**src/design/mqrp_pkg.sv**
```systemverilog
package mqrp_pkg;

  // Request kinds
  localparam logic [1:0] KIND_INSERT = 2'd0;
  localparam logic [1:0] KIND_LOOKUP = 2'd1;
  localparam logic [1:0] KIND_POP    = 2'd2;
  localparam logic [1:0] KIND_DECAY  = 2'd3;

  // Result status codes
  localparam logic [2:0] ST_INSERTED = 3'd0;
  localparam logic [2:0] ST_TOUCHED  = 3'd1;
  localparam logic [2:0] ST_PROMOTED = 3'd2;
  localparam logic [2:0] ST_RESTORED = 3'd3;
  localparam logic [2:0] ST_MISS     = 3'd4;
  localparam logic [2:0] ST_POPPED   = 3'd5;
  localparam logic [2:0] ST_HEMPTY   = 3'd6;
  localparam logic [2:0] ST_DECAYED  = 3'd7;

  // Level code reported for an entry that sits in history
  localparam logic [2:0] LVL_HIST = 3'b111;

  // Configuration register indexes
  localparam logic [1:0] CFG_INSERT_LEVEL = 2'd0;
  localparam logic [1:0] CFG_HEAT_STEP    = 2'd1;
  localparam logic [1:0] CFG_PROMOTE_THR  = 2'd2;

  typedef enum logic [3:0] {
    CMD_NONE,
    CMD_LOAD,
    CMD_SEARCH,
    CMD_MISS,
    CMD_NEW,
    CMD_REMOVE,
    CMD_EVAL,
    CMD_DROP,
    CMD_DEMOTE,
    CMD_PUSH,
    CMD_POP,
    CMD_EMPTY,
    CMD_DECAY
  } mqrp_cmd_e;

  typedef enum logic [3:0] {
    S_IDLE,
    S_SEARCH,
    S_DECIDE,
    S_EVAL,
    S_PLACE,
    S_DROP,
    S_DEMOTE,
    S_PUSH,
    S_POP,
    S_DECAY,
    S_DONE
  } mqrp_state_e;

  typedef struct packed {
    logic found;
    logic found_hist;
    logic tq_full;
    logic hist_full;
    logic hist_empty;
    logic [1:0] kind;
  } mqrp_stat_t;

endpackage

```
**src/design/mqrp_ctrl.sv**
```systemverilog
module mqrp_ctrl (
  input  logic                   clk_i,
  input  logic                   rst_ni,
  input  logic                   start,
  input  logic [1:0]             kind_i,
  input  mqrp_pkg::mqrp_stat_t   stat_i,
  output mqrp_pkg::mqrp_cmd_e    cmd_o,
  output logic                   busy,
  output logic                   result_valid_o
);

  mqrp_pkg::mqrp_state_e state_q, state_d;
  logic accept;

  assign accept = start && (state_q == mqrp_pkg::S_IDLE);

  // Hold the sequencer state
  always_ff @(posedge clk_i or negedge rst_ni) begin
    if (!rst_ni) begin
      state_q <= mqrp_pkg::S_IDLE;
    end else begin
      state_q <= state_d;
    end
  end

  // Next state
  always_comb begin
    state_d = state_q;
    case (state_q)
      mqrp_pkg::S_IDLE: begin
        if (accept) begin
          case (kind_i)
            mqrp_pkg::KIND_POP:   state_d = mqrp_pkg::S_POP;
            mqrp_pkg::KIND_DECAY: state_d = mqrp_pkg::S_DECAY;
            default:              state_d = mqrp_pkg::S_SEARCH;
          endcase
        end
      end
      mqrp_pkg::S_SEARCH: state_d = mqrp_pkg::S_DECIDE;
      mqrp_pkg::S_DECIDE: begin
        if (stat_i.found) begin
          state_d = mqrp_pkg::S_EVAL;
        end else if (stat_i.kind == mqrp_pkg::KIND_LOOKUP) begin
          state_d = mqrp_pkg::S_DONE;
        end else begin
          state_d = mqrp_pkg::S_PLACE;
        end
      end
      mqrp_pkg::S_EVAL: state_d = mqrp_pkg::S_PLACE;
      mqrp_pkg::S_PLACE: begin
        if (!stat_i.tq_full) begin
          state_d = mqrp_pkg::S_PUSH;
        end else if (stat_i.hist_full) begin
          state_d = mqrp_pkg::S_DROP;
        end else begin
          state_d = mqrp_pkg::S_DEMOTE;
        end
      end
      mqrp_pkg::S_DROP:   state_d = mqrp_pkg::S_DEMOTE;
      mqrp_pkg::S_DEMOTE: state_d = mqrp_pkg::S_PUSH;
      mqrp_pkg::S_PUSH:   state_d = mqrp_pkg::S_DONE;
      mqrp_pkg::S_POP:    state_d = mqrp_pkg::S_DONE;
      mqrp_pkg::S_DECAY:  state_d = mqrp_pkg::S_DONE;
      mqrp_pkg::S_DONE:   state_d = mqrp_pkg::S_IDLE;
      default:            state_d = mqrp_pkg::S_IDLE;
    endcase
  end

  // Datapath commands and handshake outputs
  always_comb begin
    cmd_o          = mqrp_pkg::CMD_NONE;
    busy           = (state_q != mqrp_pkg::S_IDLE);
    result_valid_o = 1'b0;
    case (state_q)
      mqrp_pkg::S_IDLE: begin
        if (accept) cmd_o = mqrp_pkg::CMD_LOAD;
      end
      mqrp_pkg::S_SEARCH: cmd_o = mqrp_pkg::CMD_SEARCH;
      mqrp_pkg::S_DECIDE: begin
        if (stat_i.found) begin
          cmd_o = mqrp_pkg::CMD_REMOVE;
        end else if (stat_i.kind == mqrp_pkg::KIND_LOOKUP) begin
          cmd_o = mqrp_pkg::CMD_MISS;
        end else begin
          cmd_o = mqrp_pkg::CMD_NEW;
        end
      end
      mqrp_pkg::S_EVAL:   cmd_o = mqrp_pkg::CMD_EVAL;
      mqrp_pkg::S_DROP:   cmd_o = mqrp_pkg::CMD_DROP;
      mqrp_pkg::S_DEMOTE: cmd_o = mqrp_pkg::CMD_DEMOTE;
      mqrp_pkg::S_PUSH:   cmd_o = mqrp_pkg::CMD_PUSH;
      mqrp_pkg::S_POP: begin
        cmd_o = stat_i.hist_empty ? mqrp_pkg::CMD_EMPTY : mqrp_pkg::CMD_POP;
      end
      mqrp_pkg::S_DECAY:  cmd_o = mqrp_pkg::CMD_DECAY;
      mqrp_pkg::S_DONE:   result_valid_o = 1'b1;
      default:            cmd_o = mqrp_pkg::CMD_NONE;
    endcase
  end

  // A transfer always moves the sequencer out of idle
  assert property (@(posedge clk_i) disable iff (!rst_ni) accept |=> busy)
    else $error("accepted request did not raise busy");

  // The result strobe lasts one cycle and frees the block
  assert property (@(posedge clk_i) disable iff (!rst_ni)
    result_valid_o |=> (!result_valid_o && !busy))
    else $error("result strobe not followed by idle");

  // The strobe only fires while a request is in flight
  assert property (@(posedge clk_i) disable iff (!rst_ni) result_valid_o |-> busy)
    else $error("result strobe outside a request");

endmodule

```
**config.mk**
```make
export PLATFORM = sky130hd
export DESIGN_NAME = mqrp_ctrl
export DESIGN_NICKNAME = d
export VERILOG_FILES = /design/src/design/mqrp_pkg.sv /design/src/design/mqrp_ctrl.sv
export SDC_FILE = /design/constraint.sdc
export NUM_CORES = 1
export LEC_CHECK = 0
export BUFFER_PORTS_ARGS = -buffer_cell sky130_fd_sc_hd__buf_4
export CAP_MARGIN = 10
export CORE_AREA = 4 4 41 43
export CTS_BUF_LIST = sky130_fd_sc_hd__clkbuf_8
export CTS_CLUSTER_DIAMETER = 120
export DETAILED_ROUTE_END_ITERATION = 16
export DIE_AREA = 0 0 45 47
export PLACE_DENSITY_LB_ADDON = 0.12
export SYNTH_ARGS = -nofsm -noshare
export SYNTH_HDL_FRONTEND = slang
export SYNTH_SLANG_ARGS = --single-unit
```
**constraint.sdc**
```tcl
create_clock -name clk_i -period 2.1 [get_ports clk_i]
set_input_delay 0.315 -clock clk_i [delete_from_list [all_inputs] [get_ports clk_i]]
set_output_delay 0.315 -clock clk_i [all_outputs]
set_load 0.01 [all_outputs]
```
-- Yosys cells after proc, flatten, opt, wreduce, memory -nomap -nowiden
Index checks and enable logic that the tools add are counted.
- bits in registers: 4
- input port bits: 12
- output and inout port bits: 6
- word-level logic and storage cells: 32
- equality and inequality tests: 14
- mux-type cells: 13
- reductions and logical operators: 4
- operator list (operator ; count):
    one-hot mux 4 bit (9 select lines) ; 1
    one-hot mux 4 bit (8 select lines) ; 1
    equality test 4 x 3 -> 1 bit (second input constant) ; 4
    equality test 4 bit (second input constant) ; 3
    2-to-1 mux 4 bit ; 3
    equality test 4 x 2 -> 1 bit (second input constant) ; 2
    one-hot mux 4 bit (2 select lines) ; 1
    2-to-1 mux 3 bit ; 2
    equality test 2 bit (second input constant) ; 2
    equality test 4 x 1 -> 1 bit (second input constant) ; 1
    zero test 4 bit ; 1
    2-to-1 mux 2 bit ; 2
    nonzero test 4 bit ; 1
    2-to-1 mux 1 bit ; 3
    OR reduction 3 bit ; 1
    equality test 2 x 1 -> 1 bit (second input constant) ; 1
    != test 2 bit (second input constant) ; 1
    logical AND 1 bit ; 1

-- Depth between registers and ports, before layout
Gate-level depths: netlist of the first run.
- depth after elaboration: 4
- mapped depth: 5
- depth with buffers taken out: 4

-- Least setup slack after synthesis of the first run
OpenSTA, ideal clock, no wires.
- kind: register -> output
- start point: register state_q[1]
- end point: output port cmd_o[0]
- arrival time: 975 ps
- data required time: 1785 ps
- setup slack: 810 ps
- stages on the path, launching flop included: 5
- buffers on the path: 1
- path through: dfrtp_1 -> buf_6 -> nor2_4 -> a31oi_1 -> o211ai_1
- word-level cells in the longest chain between the ends: 4
- elaborated cells between the ends (all ways): 12
- classes of those cells: 8 x eq/ne; 2 x mux; 2 x reduce/logical
- RTL lines (item ; line ; source):
    start: declaration ; mqrp_ctrl.sv:12 ; mqrp_pkg::mqrp_state_e state_q, state_d;
    start signal: assignment ; mqrp_ctrl.sv:20 ; state_q <= mqrp_pkg::S_IDLE;
    start signal: assignment ; mqrp_ctrl.sv:22 ; state_q <= state_d;
    zero test 4 bit ; mqrp_ctrl.sv:15, mqrp_ctrl.sv:74 ;
    logical AND 1 bit ; mqrp_ctrl.sv:15 ; assign accept = start && (state_q == mqrp_pkg::S_IDLE);
    2-to-1 mux 1 bit ; mqrp_ctrl.sv:76 ; if (accept) cmd_o = mqrp_pkg::CMD_LOAD;
    one-hot mux 4 bit (9 select lines) (*) ; mqrp_ctrl.sv:74 ; case (state_q)
    end: declaration ; mqrp_ctrl.sv:7 ; output mqrp_pkg::mqrp_cmd_e cmd_o,
Every way passes the cells marked *; elsewhere a longest branch is shown, timed or not.

-- Final worst setup path of the first run
- start point: register state_q[2]
- end point: output port cmd_o[0]
The elaborated chain is that of the path after synthesis.

==> results.json, run 1 <==
{
  "rsz0062_at_grt": "no",
  "place.gp.congestion": 0.669,
  "layout.nets": 84,
  "syn_avg_cell_area_um2": 8.71,
  "worstPathArrival_ns": 1.54,
  "hold_path.class": "in2reg",
  "synthDistinctLibCells": 32,
  "wl_mm": 1.11,
  "drtAntennaViolNets": 0,
  "grt.total_usage_pct": 12.6,
  "crit_fanout": 11,
  "yosys_warnings": 0,
  "clock-root-buffer": "clkbuf_8",
  "synth_fp_nets": 65,
  "die_w_um": 45,
  "finalSetupViolCount": 0,
  "port_buffers": 16,
  "synth_edf_count": 0,
  "hpwl_um": 831,
  "r2r-start": "state_q[2]$_DFFE_PN0P_",
  "multi_input_area_um2": 297,
  "die_area_mm2": 0.00212,
  "cts_tree": "built",
  "max_freq_mhz": 540,
  "clkTransAtPathRegs_ns": 0.03,
  "min_period_ns": 1.85,
  "yosysTopAreaCell": "dfrtp_1",
  "area_growth_pct": 33.1,
  "final_cell_mix": "17 x buf_4, 4 x nor2_1, 4 x dfrtp_1",
  "clkSinkCount": 4,
  "wl_per_cell_um": 13.0,
  "leakage_nw": 0.266,
  "top_regs": "state_q: 4 flops",
  "synth_area_um2": 462,
  "crit_chain": "nand2b_1, nor3_4, o21ai_0, o211ai_1, buf_4",
  "cts.path.max_buffers": 2,
  "io_pins": 18,
  "cts_made_buffers": 3,
  "outcome": "completed",
  "grt_pass1_vias": 411,
  "ys_seq_elements": 4,
  "async_flop_share_pct": 100,
  "num_rows": 13,
  "drcViolationCount": 0,
  "drtIter0Drc": 8,
  "ys.flop_type": "dfrtp_1",
  "first_pass_iters": 4,
  "max_slew_margin_pct": 60.9,
  "end_kind": "output port",
  "worst_path_max_delay_cell": "dfrtp_1",
  "crit_type": "reg2out",
  "max_stage_delay_ns": 0.52,
  "dr_total_vias": 464,
  "critPathLaunchType": "flip-flop",
  "min-delay-start": "stat_i[6]",
  "antenna_found_initial": 0,
  "num_antenna_cells": 0,
  "cts_resized": 0,
  "start_util_pct": 35.5,
  "layout_commonest_cell": "buf_4",
  "finalCritPeriodShare_pct": 88.1,
  "fin_skew_ns": 0.00445,
  "die_height_um": 47,
  "cts_htree_levels": 1,
  "ir_worst_vdd_v": 0.000549,
  "viasPerCell": 5.46,
  "post-synth-top-area-fraction_pct": 21.7,
  "yosysSeqAreaShare_pct": 21.7,
  "largest_reg_flops": 4,
  "synth_area_leaders": "dfrtp_1 22%, buf_6 9.8%, a2bb2oi_1 3.8%",
  "slew_viol_final": 0,
  "grt_pass1_wl_mm": 1.82,
  "core_mm2": 0.00130,
  "grt_max_degree": 16,
  "synthCells": 53,
  "crit_required_ns": 1.78,
  "fin_setup_tns_ns": 0,
  "drive_gt1_share_pct": 44.3,
  "final_hold_viol_count": 0,
  "finish.utilization_pct": 47.2,
  "seqCellArea_um2": 100,
  "grt_remaining_overflow": 0,
  "largest-register": "state_q",
  "clk_latency_ns": 0.22,
  "n_fill_cell": 149,
  "hold_ws_ns": 0.399,
  "crit_path_start": "state_q[2]$_DFFE_PN0P_",
  "worst_pin_slew_ns": 0.586,
  "maxCapViolations": 0,
  "powerDensity_mw_per_mm2": 1490
}
[cell usage after synthesis, types with 2 or more instances]
library cell  number
dfrtp_1            4
a2bb2oi_1          2
o22ai_1            2
buf_6              4
o21ai_0            3
a31oi_1            2
nor2_1             4
nand2b_1           2
o21ai_2            2
a21oi_1            2
nand2_1            3
inv_1              2
a22oi_1            2
[power by group]
group	switching [mW]	internal, mW
sequential	0.113	0.112
clock	0.0414	0.122
combinational	0.259	0.269
total	0.413	0.503
[cells by family (layout without fill, tap and decap cells)]
logic type / after synthesis / after routing / synth area share [%]
xor gates and xnor gates: 1 / 1 / 1.90
and+or+nand+nor: 19 / 19 / 29.5
AOI/OAI and AO/OA: 21 / 21 / 32.8
buffers and inverters: 8 / 25 / 14.1
DFF: 4 / 4 / 21.7
[worst max-delay path: cells and delay by family, from the launching register on]
kind            cells  cell delay [ns]
compound gates      2             0.22
simple gates        2             0.43
flops               1             0.52
buf+inv             1             0.15
[path summary, 6_finish.rpt]
check | cells after the start | to | slack (ns)
min in group asynchronous | 2 | state_q[2]$_DFFE_PN0P_ | 0.43
max in group asynchronous | 2 | state_q[3]$_DFFE_PN0P_ | 1.57
worst min-delay path | 3 | state_q[0]$_DFFE_PN0P_ | 0.40
worst max register to register | 4 | state_q[3]$_DFFE_PN0P_ | 0.77
worst min register to register | 3 | state_q[1]$_DFFE_PN0P_ | 0.71
worst max-delay path | 5 | cmd_o[0] | 0.25
[layout make-up]
| class | count | area share, % |
|---|---|---|
| multi-input cells | 41 | 48.3 |
| clock buffers | 3 | 6.72 |
| inverters | 4 | 3.26 |
| flip-flops and latches | 4 | 16.3 |
| repair buffers | 18 | 22.4 |
| well taps | 15 | 3.05 |
[through the flow]
stage               instances  total power [mW]  instance area, um2  setup slack, ns
finish                     85             0.916                 614            0.249
detailed placement         81             0.756                 563            0.500
global placement           81             0.758                 563            0.493
CTS                        85             0.925                 614            0.263
floorplan                  53             0.637                 462            0.810
global route               85             0.999                 614            0.130
[repair_timing]
action | 4_1_cts | 5_1_grt
hold endpoints to repair | 4 | 0
hold buffers | 1 | 0
setup buffers | 0 | 0
[routing by layer]
metal	GRT usage, %	part of all wire (%)	vias up
met5	0	0	-
li1	-	-	230
met1	16.1	43	211
met3	2.68	7.1	4
met2	17.2	46	19
met4	12.3	3.5	0
(Power assumes the default switching activity.)
==> inputs of run 2 (changes only) <==
clock period = 1.9 ns   (was 2.1 ns; I/O delays follow)
==> run 2 against run 1 <==
Count of clock-buffer cells in the layout unchanged. Global-route usage is 0.96 points higher. Total power up 12%. Die area unchanged. Register-to-register slack got worse by 0.16 ns. Via count grew 0.86%. Sequential cell count stayed put. Core utilization is 0.58 points higher. Critical endpoint unchanged.
==> results.json, run 2 (same netlist as run 1, synthesis figures left out) <==
{
  "grt_remaining_overflow": 0,
  "area_growth_pct": 34.7,
  "drtAntennaViolNets": 0,
  "clock-root-buffer": "clkbuf_8",
  "grt_pass1_vias": 465,
  "die_height_um": 47,
  "grt.total_usage_pct": 13.6,
  "die_area_mm2": 0.00212,
  "place_area_um2": 571,
  "layout_commonest_cell": "buf_4",
  "finalPower_mw": 1.03,
  "clkTransAtPathRegs_ns": 0.03,
  "n_fill_cell": 147,
  "grt_pass1_wl_mm": 1.94,
  "fin_setup_tns_ns": 0,
  "cts.path.max_buffers": 2,
  "rrSetupSlack_ns": 0.61,
  "dr_total_vias": 468,
  "max_slew_margin_pct": 60.6,
  "finish.utilization_pct": 47.8,
  "viasPerCell": 5.44,
  "wl_mm": 1.14,
  "final_cell_mix": "18 x buf_4, 4 x nor2_1, 4 x dfrtp_1",
  "path_depth": 4,
  "grt_max_degree": 16,
  "cts_htree_levels": 1,
  "worst_pin_slew_ns": 0.591,
  "crit_required_ns": 1.62,
  "ir_worst_vdd_v": 0.000566,
  "comb_power_share_pct": 59.5,
  "max_freq_mhz": 575,
  "port_buffers": 16,
  "max_stage_delay_ns": 0.58,
  "io_pins": 18,
  "fin_cells": 86,
  "start_util_pct": 35.5,
  "die_w_um": 45,
  "endpoint": "cmd_o[0]",
  "p_sw_share_pct": 44.7,
  "post-place-ws_ns": 0.378,
  "layout.nets": 85,
  "crit_path_start": "state_q[3]$_DFFE_PN0P_",
  "wl_per_cell_um": 13.3,
  "first_pass_iters": 4,
  "cts_made_buffers": 3,
  "fin_skew_ns": 0.00430,
  "postCtsSetupRepairBufs": 0,
  "reg2reg_to": "state_q[0]$_DFFE_PN0P_",
  "largest_reg_flops": 4,
  "leakage_nw": 0.271,
  "p_switching_mw": 0.460,
  "min_period_ns": 1.74,
  "num_rows": 13,
  "worst_path_max_delay_cell": "dfrtp_1",
  "reg2regPathDepth": 4,
  "worstPathArrival_ns": 1.45,
  "antenna_found_initial": 0,
  "hpwl_um": 869,
  "hold_ws_ns": 0.372,
  "largest-register": "state_q",
  "p_int_mw": 0.569,
  "final_hold_viol_count": 0,
  "fin_area_um2": 622,
  "crit_type": "reg2out",
  "critical_path_buf_inv_count": 1,
  "place.gp.congestion": 0.675,
  "crit_fanout": 15,
  "power_frac_seq_pct": 23.0,
  "powerDensity_mw_per_mm2": 1650,
  "end_kind": "output port",
  "drcViolationCount": 0,
  "clk_latency_ns": 0.22,
  "finalCritPeriodShare_pct": 91.5,
  "outcome": "completed",
  "drtIter0Drc": 7,
  "post-place-cells": 82,
  "clkPwrFrac_pct": 17.5,
  "clkSinkCount": 4,
  "hold_path.class": "in2reg",
  "seqCellArea_um2": 100,
  "core_mm2": 0.00130,
  "num_antenna_cells": 0,
  "maxCapViolations": 0,
  "rsz0062_at_grt": "no",
  "cts_tree": "built",
  "multi_input_area_um2": 297,
  "setup_slack_ns": 0.161,
  "finalSetupViolCount": 0,
  "crit_chain": "nor3_4, o21ai_0, o211ai_1, buf_4",
  "cp_top_family": "flip-flops",
  "top_regs": "state_q: 4 flops",
  "drive_gt1_share_pct": 45.1,
  "critPathLaunchType": "flip-flop",
  "slew_viol_final": 0,
  "r2r-start": "state_q[3]$_DFFE_PN0P_"
}
## run 2: cell count changes in the layout (fill, tap and decap cells not counted), sizes merged
cell,before,now
buf,17,18
## run 2: worst min-delay path by stage
stage	from	cells after the start	end
2_1_floorplan	rst_ni	0	state_q[0]$_DFFE_PN0P_
3_3_place_gp	rst_ni	1	state_q[0]$_DFFE_PN0P_
3_5_place_dp	rst_ni	1	state_q[3]$_DFFE_PN0P_
4_1_cts	start	3	state_q[3]$_DFFE_PN0P_
5_1_grt	stat_i[6]	3	state_q[0]$_DFFE_PN0P_
6_report	stat_i[6]	3	state_q[0]$_DFFE_PN0P_
## run 2: metal layers
layer / routed length [um] / global-route usage [%] / share of wire (%) / vias up
li1: - / - / - / 235
met1: 478 / 15.2 / 42 / 213
met2: 562 / 21.2 / 49 / 16
met3: 60 / 2.30 / 5.3 / 4
met4: 41 / 14.0 / 3.6 / 0
met5: 0 / 0 / 0 / -
## run 2: worst register-to-register path, delay by kind of cell, from the launching register on
| family | cells | cell delay (ns) |
|---|---|---|
| AOI/OAI and AO/OA | 2 | 0.20 |
| and+or+nand+nor | 2 | 0.38 |
| DFF | 1 | 0.58 |
## run 2: final cells by class
type | count | area share, %
clock buffers | 3 | 6.64
repair buffers | 19 | 23.3
inverters | 4 | 3.22
flip-flops and latches | 4 | 16.1
multi-input cells | 41 | 47.7
well taps | 15 | 3.02
## run 2: power by group through the flow
stage | Sequential, mW | Combinational [mW] | Clock (mW)
CTS | 0.237 | 0.622 | 0.186
global placement | 0.239 | 0.617 | 0
detailed placement | 0.238 | 0.619 | 0
floorplan | 0.151 | 0.553 | 0
global route | 0.248 | 0.686 | 0.187
finish | 0.237 | 0.612 | 0.180
## run 2: repair_timing
action,in CTS,in global routing
gates resized for setup,0,0
setup endpoints to repair,0,0
endpoints found under the hold margin,4,0
hold buffers,1,0
==> inputs of run 3 (changes only) <==
PLACE_DENSITY_LB_ADDON = not set   (was 0.12)
==> run 3 against run 2 <==
Critical endpoint unchanged. Highest routed layer unchanged. Sequential share of layout area rose by 0.37 points. Register-to-register slack improved by 0.03 ns. Largest power group unchanged. Combinational power fell by 3.9%.
==> results.json, run 3 (same netlist as run 1, synthesis figures left out) <==
{
  "outcome": "completed",
  "die_area_mm2": 0.00212,
  "top_regs": "state_q: 4 flops",
  "area_growth_pct": 33.3,
  "end_kind": "output port",
  "wl_mm": 1.04,
  "grt_pass1_vias": 451,
  "worst_pin_slew_ns": 0.572,
  "finalCritPeriodShare_pct": 91.3,
  "crit_fanout": 11,
  "cts_made_buffers": 3,
  "fin_skew_ns": 0.00311,
  "viasPerCell": 5.44,
  "setup_slack_ns": 0.165,
  "multi_input_area_um2": 297,
  "place.gp.congestion": 0.761,
  "io_pins": 18,
  "post-place-ws_ns": 0.330,
  "powerDensity_mw_per_mm2": 1640,
  "rsz0062_at_grt": "no",
  "num_rows": 13,
  "leakage_nw": 0.265,
  "largest_reg_flops": 4,
  "final_hold_viol_count": 0,
  "n_fill_cell": 145,
  "max_freq_mhz": 576,
  "dr_total_vias": 462,
  "crit_chain": "nand2b_1, nor3_4, o21ai_0, o211ai_1, buf_4",
  "die_height_um": 47,
  "grt_remaining_overflow": 0,
  "clock-root-buffer": "clkbuf_8",
  "maxCapViolations": 0,
  "ir_worst_vdd_v": 0.000666,
  "drtAntennaViolNets": 0,
  "num_antenna_cells": 0,
  "layout_commonest_cell": "buf_4",
  "drtIter0Drc": 11,
  "final_cell_mix": "17 x buf_4, 4 x nor2_1",
  "grt_max_degree": 16,
  "seqCellArea_um2": 101,
  "grt_pass1_wl_mm": 1.76,
  "fin_setup_tns_ns": 0,
  "max_stage_delay_ns": 0.48,
  "first_pass_iters": 2,
  "finalSetupViolCount": 0,
  "die_w_um": 45,
  "port_buffers": 16,
  "drcViolationCount": 0,
  "wl_per_cell_um": 12.3,
  "critPathLaunchType": "flip-flop",
  "core_mm2": 0.00130,
  "cp_top_family": "flip-flops",
  "hpwl_um": 814,
  "largest-register": "state_q",
  "antenna_found_initial": 0,
  "min_period_ns": 1.73,
  "worst_path_max_delay_cell": "dfrtp_2",
  "crit_required_ns": 1.62,
  "cts_htree_levels": 1,
  "drive_gt1_share_pct": 45.7,
  "layout.nets": 84,
  "clkSinkCount": 4,
  "clkTransAtPathRegs_ns": 0.03,
  "grt.total_usage_pct": 11.4,
  "clk_latency_ns": 0.22,
  "cts.path.max_buffers": 2,
  "max_slew_margin_pct": 61.9,
  "crit_type": "reg2out",
  "start_util_pct": 35.5,
  "critical_path_buf_inv_count": 1,
  "cts_tree": "built",
  "worstPathArrival_ns": 1.45,
  "slew_viol_final": 0,
  "hold_path.class": "in2reg"
}
[run 3: changes by cell type in the layout (fill, tap and decap cells not counted)]
cell	previous run	this run
buf_4	18	17
dfrtp_1	4	3
dfrtp_2	0	1
[run 3: power breakdown]
part           total (mW)  leakage, nW  internal, mW  switching [mW]
clock               0.177       0.0216         0.135          0.0420
combinational       0.588        0.197         0.297           0.291
sequential          0.247       0.0473         0.126           0.121
total                1.01        0.265         0.558           0.454
[run 3: cell type report]
type	instances	area share, %
clock buffers	3	6.71
inverters	4	3.25
multi-input cells	41	48.2
flip-flops and latches	4	16.5
well taps	15	3.05
repair buffers	18	22.4
[run 3: per-stage QoR]
stage	cell area (um2)	hold slack, ns	std cells	power [mW]	utilization (%)
floorplan	462	-0.0106	53	0.704	-
global placement	563	0.0800	81	0.836	43.3
detailed placement	563	0.0817	81	0.833	43.3
CTS	614	0.366	85	1.02	47.2
global route	616	0.379	85	1.10	47.3
finish	616	0.363	85	1.01	47.3
[run 3: what timing repair did]
action | 4_1_cts | 5_1_grt
setup buffers | 0 | 0
endpoints found under the setup margin | 0 | 1
hold buffers | 1 | 0
resized for setup | 0 | 1
endpoints found under the hold margin | 4 | 0
[run 3: worst register-to-register path: cells and delay by family, from the launching register on]
family	cells	cell delay, ns
AOI/OAI and AO/OA	2	0.19
DFF	1	0.57
and+or+nand+nor	2	0.37
[run 3: path summary, 6_finish.rpt]
path / end / cells past startpoint / slack [ns] / start
worst max-delay path: cmd_o[0] / 5 / 0.17 / state_q[2]$_DFFE_PN0P_
worst min-delay path: state_q[0]$_DFFE_PN0P_ / 3 / 0.36 / stat_i[6]
worst max register to register: state_q[0]$_DFFE_PN0P_ / 4 / 0.64 / state_q[3]$_DFFE_PN0P_
worst min register to register: state_q[2]$_DFFE_PN0P_ / 1 / 0.64 / state_q[2]$_DFFE_PN0P_
max in group asynchronous: state_q[2]$_DFFE_PN0P_ / 2 / 1.39 / rst_ni
min in group asynchronous: state_q[1]$_DFFE_PN0P_ / 2 / 0.40 / rst_ni
[run 3: routing by layer]
metal  routed length, um  vias to the layer above  part of all wire, %  track usage (%)
met5                   0                        -                    0                0
met4                  17                        0                  1.6             7.02
met3                  62                        2                  5.9             1.15
met2                 542                       13                   52             20.6
met1                 421                      216                   40             12.8
li1                    -                      231                    -                -
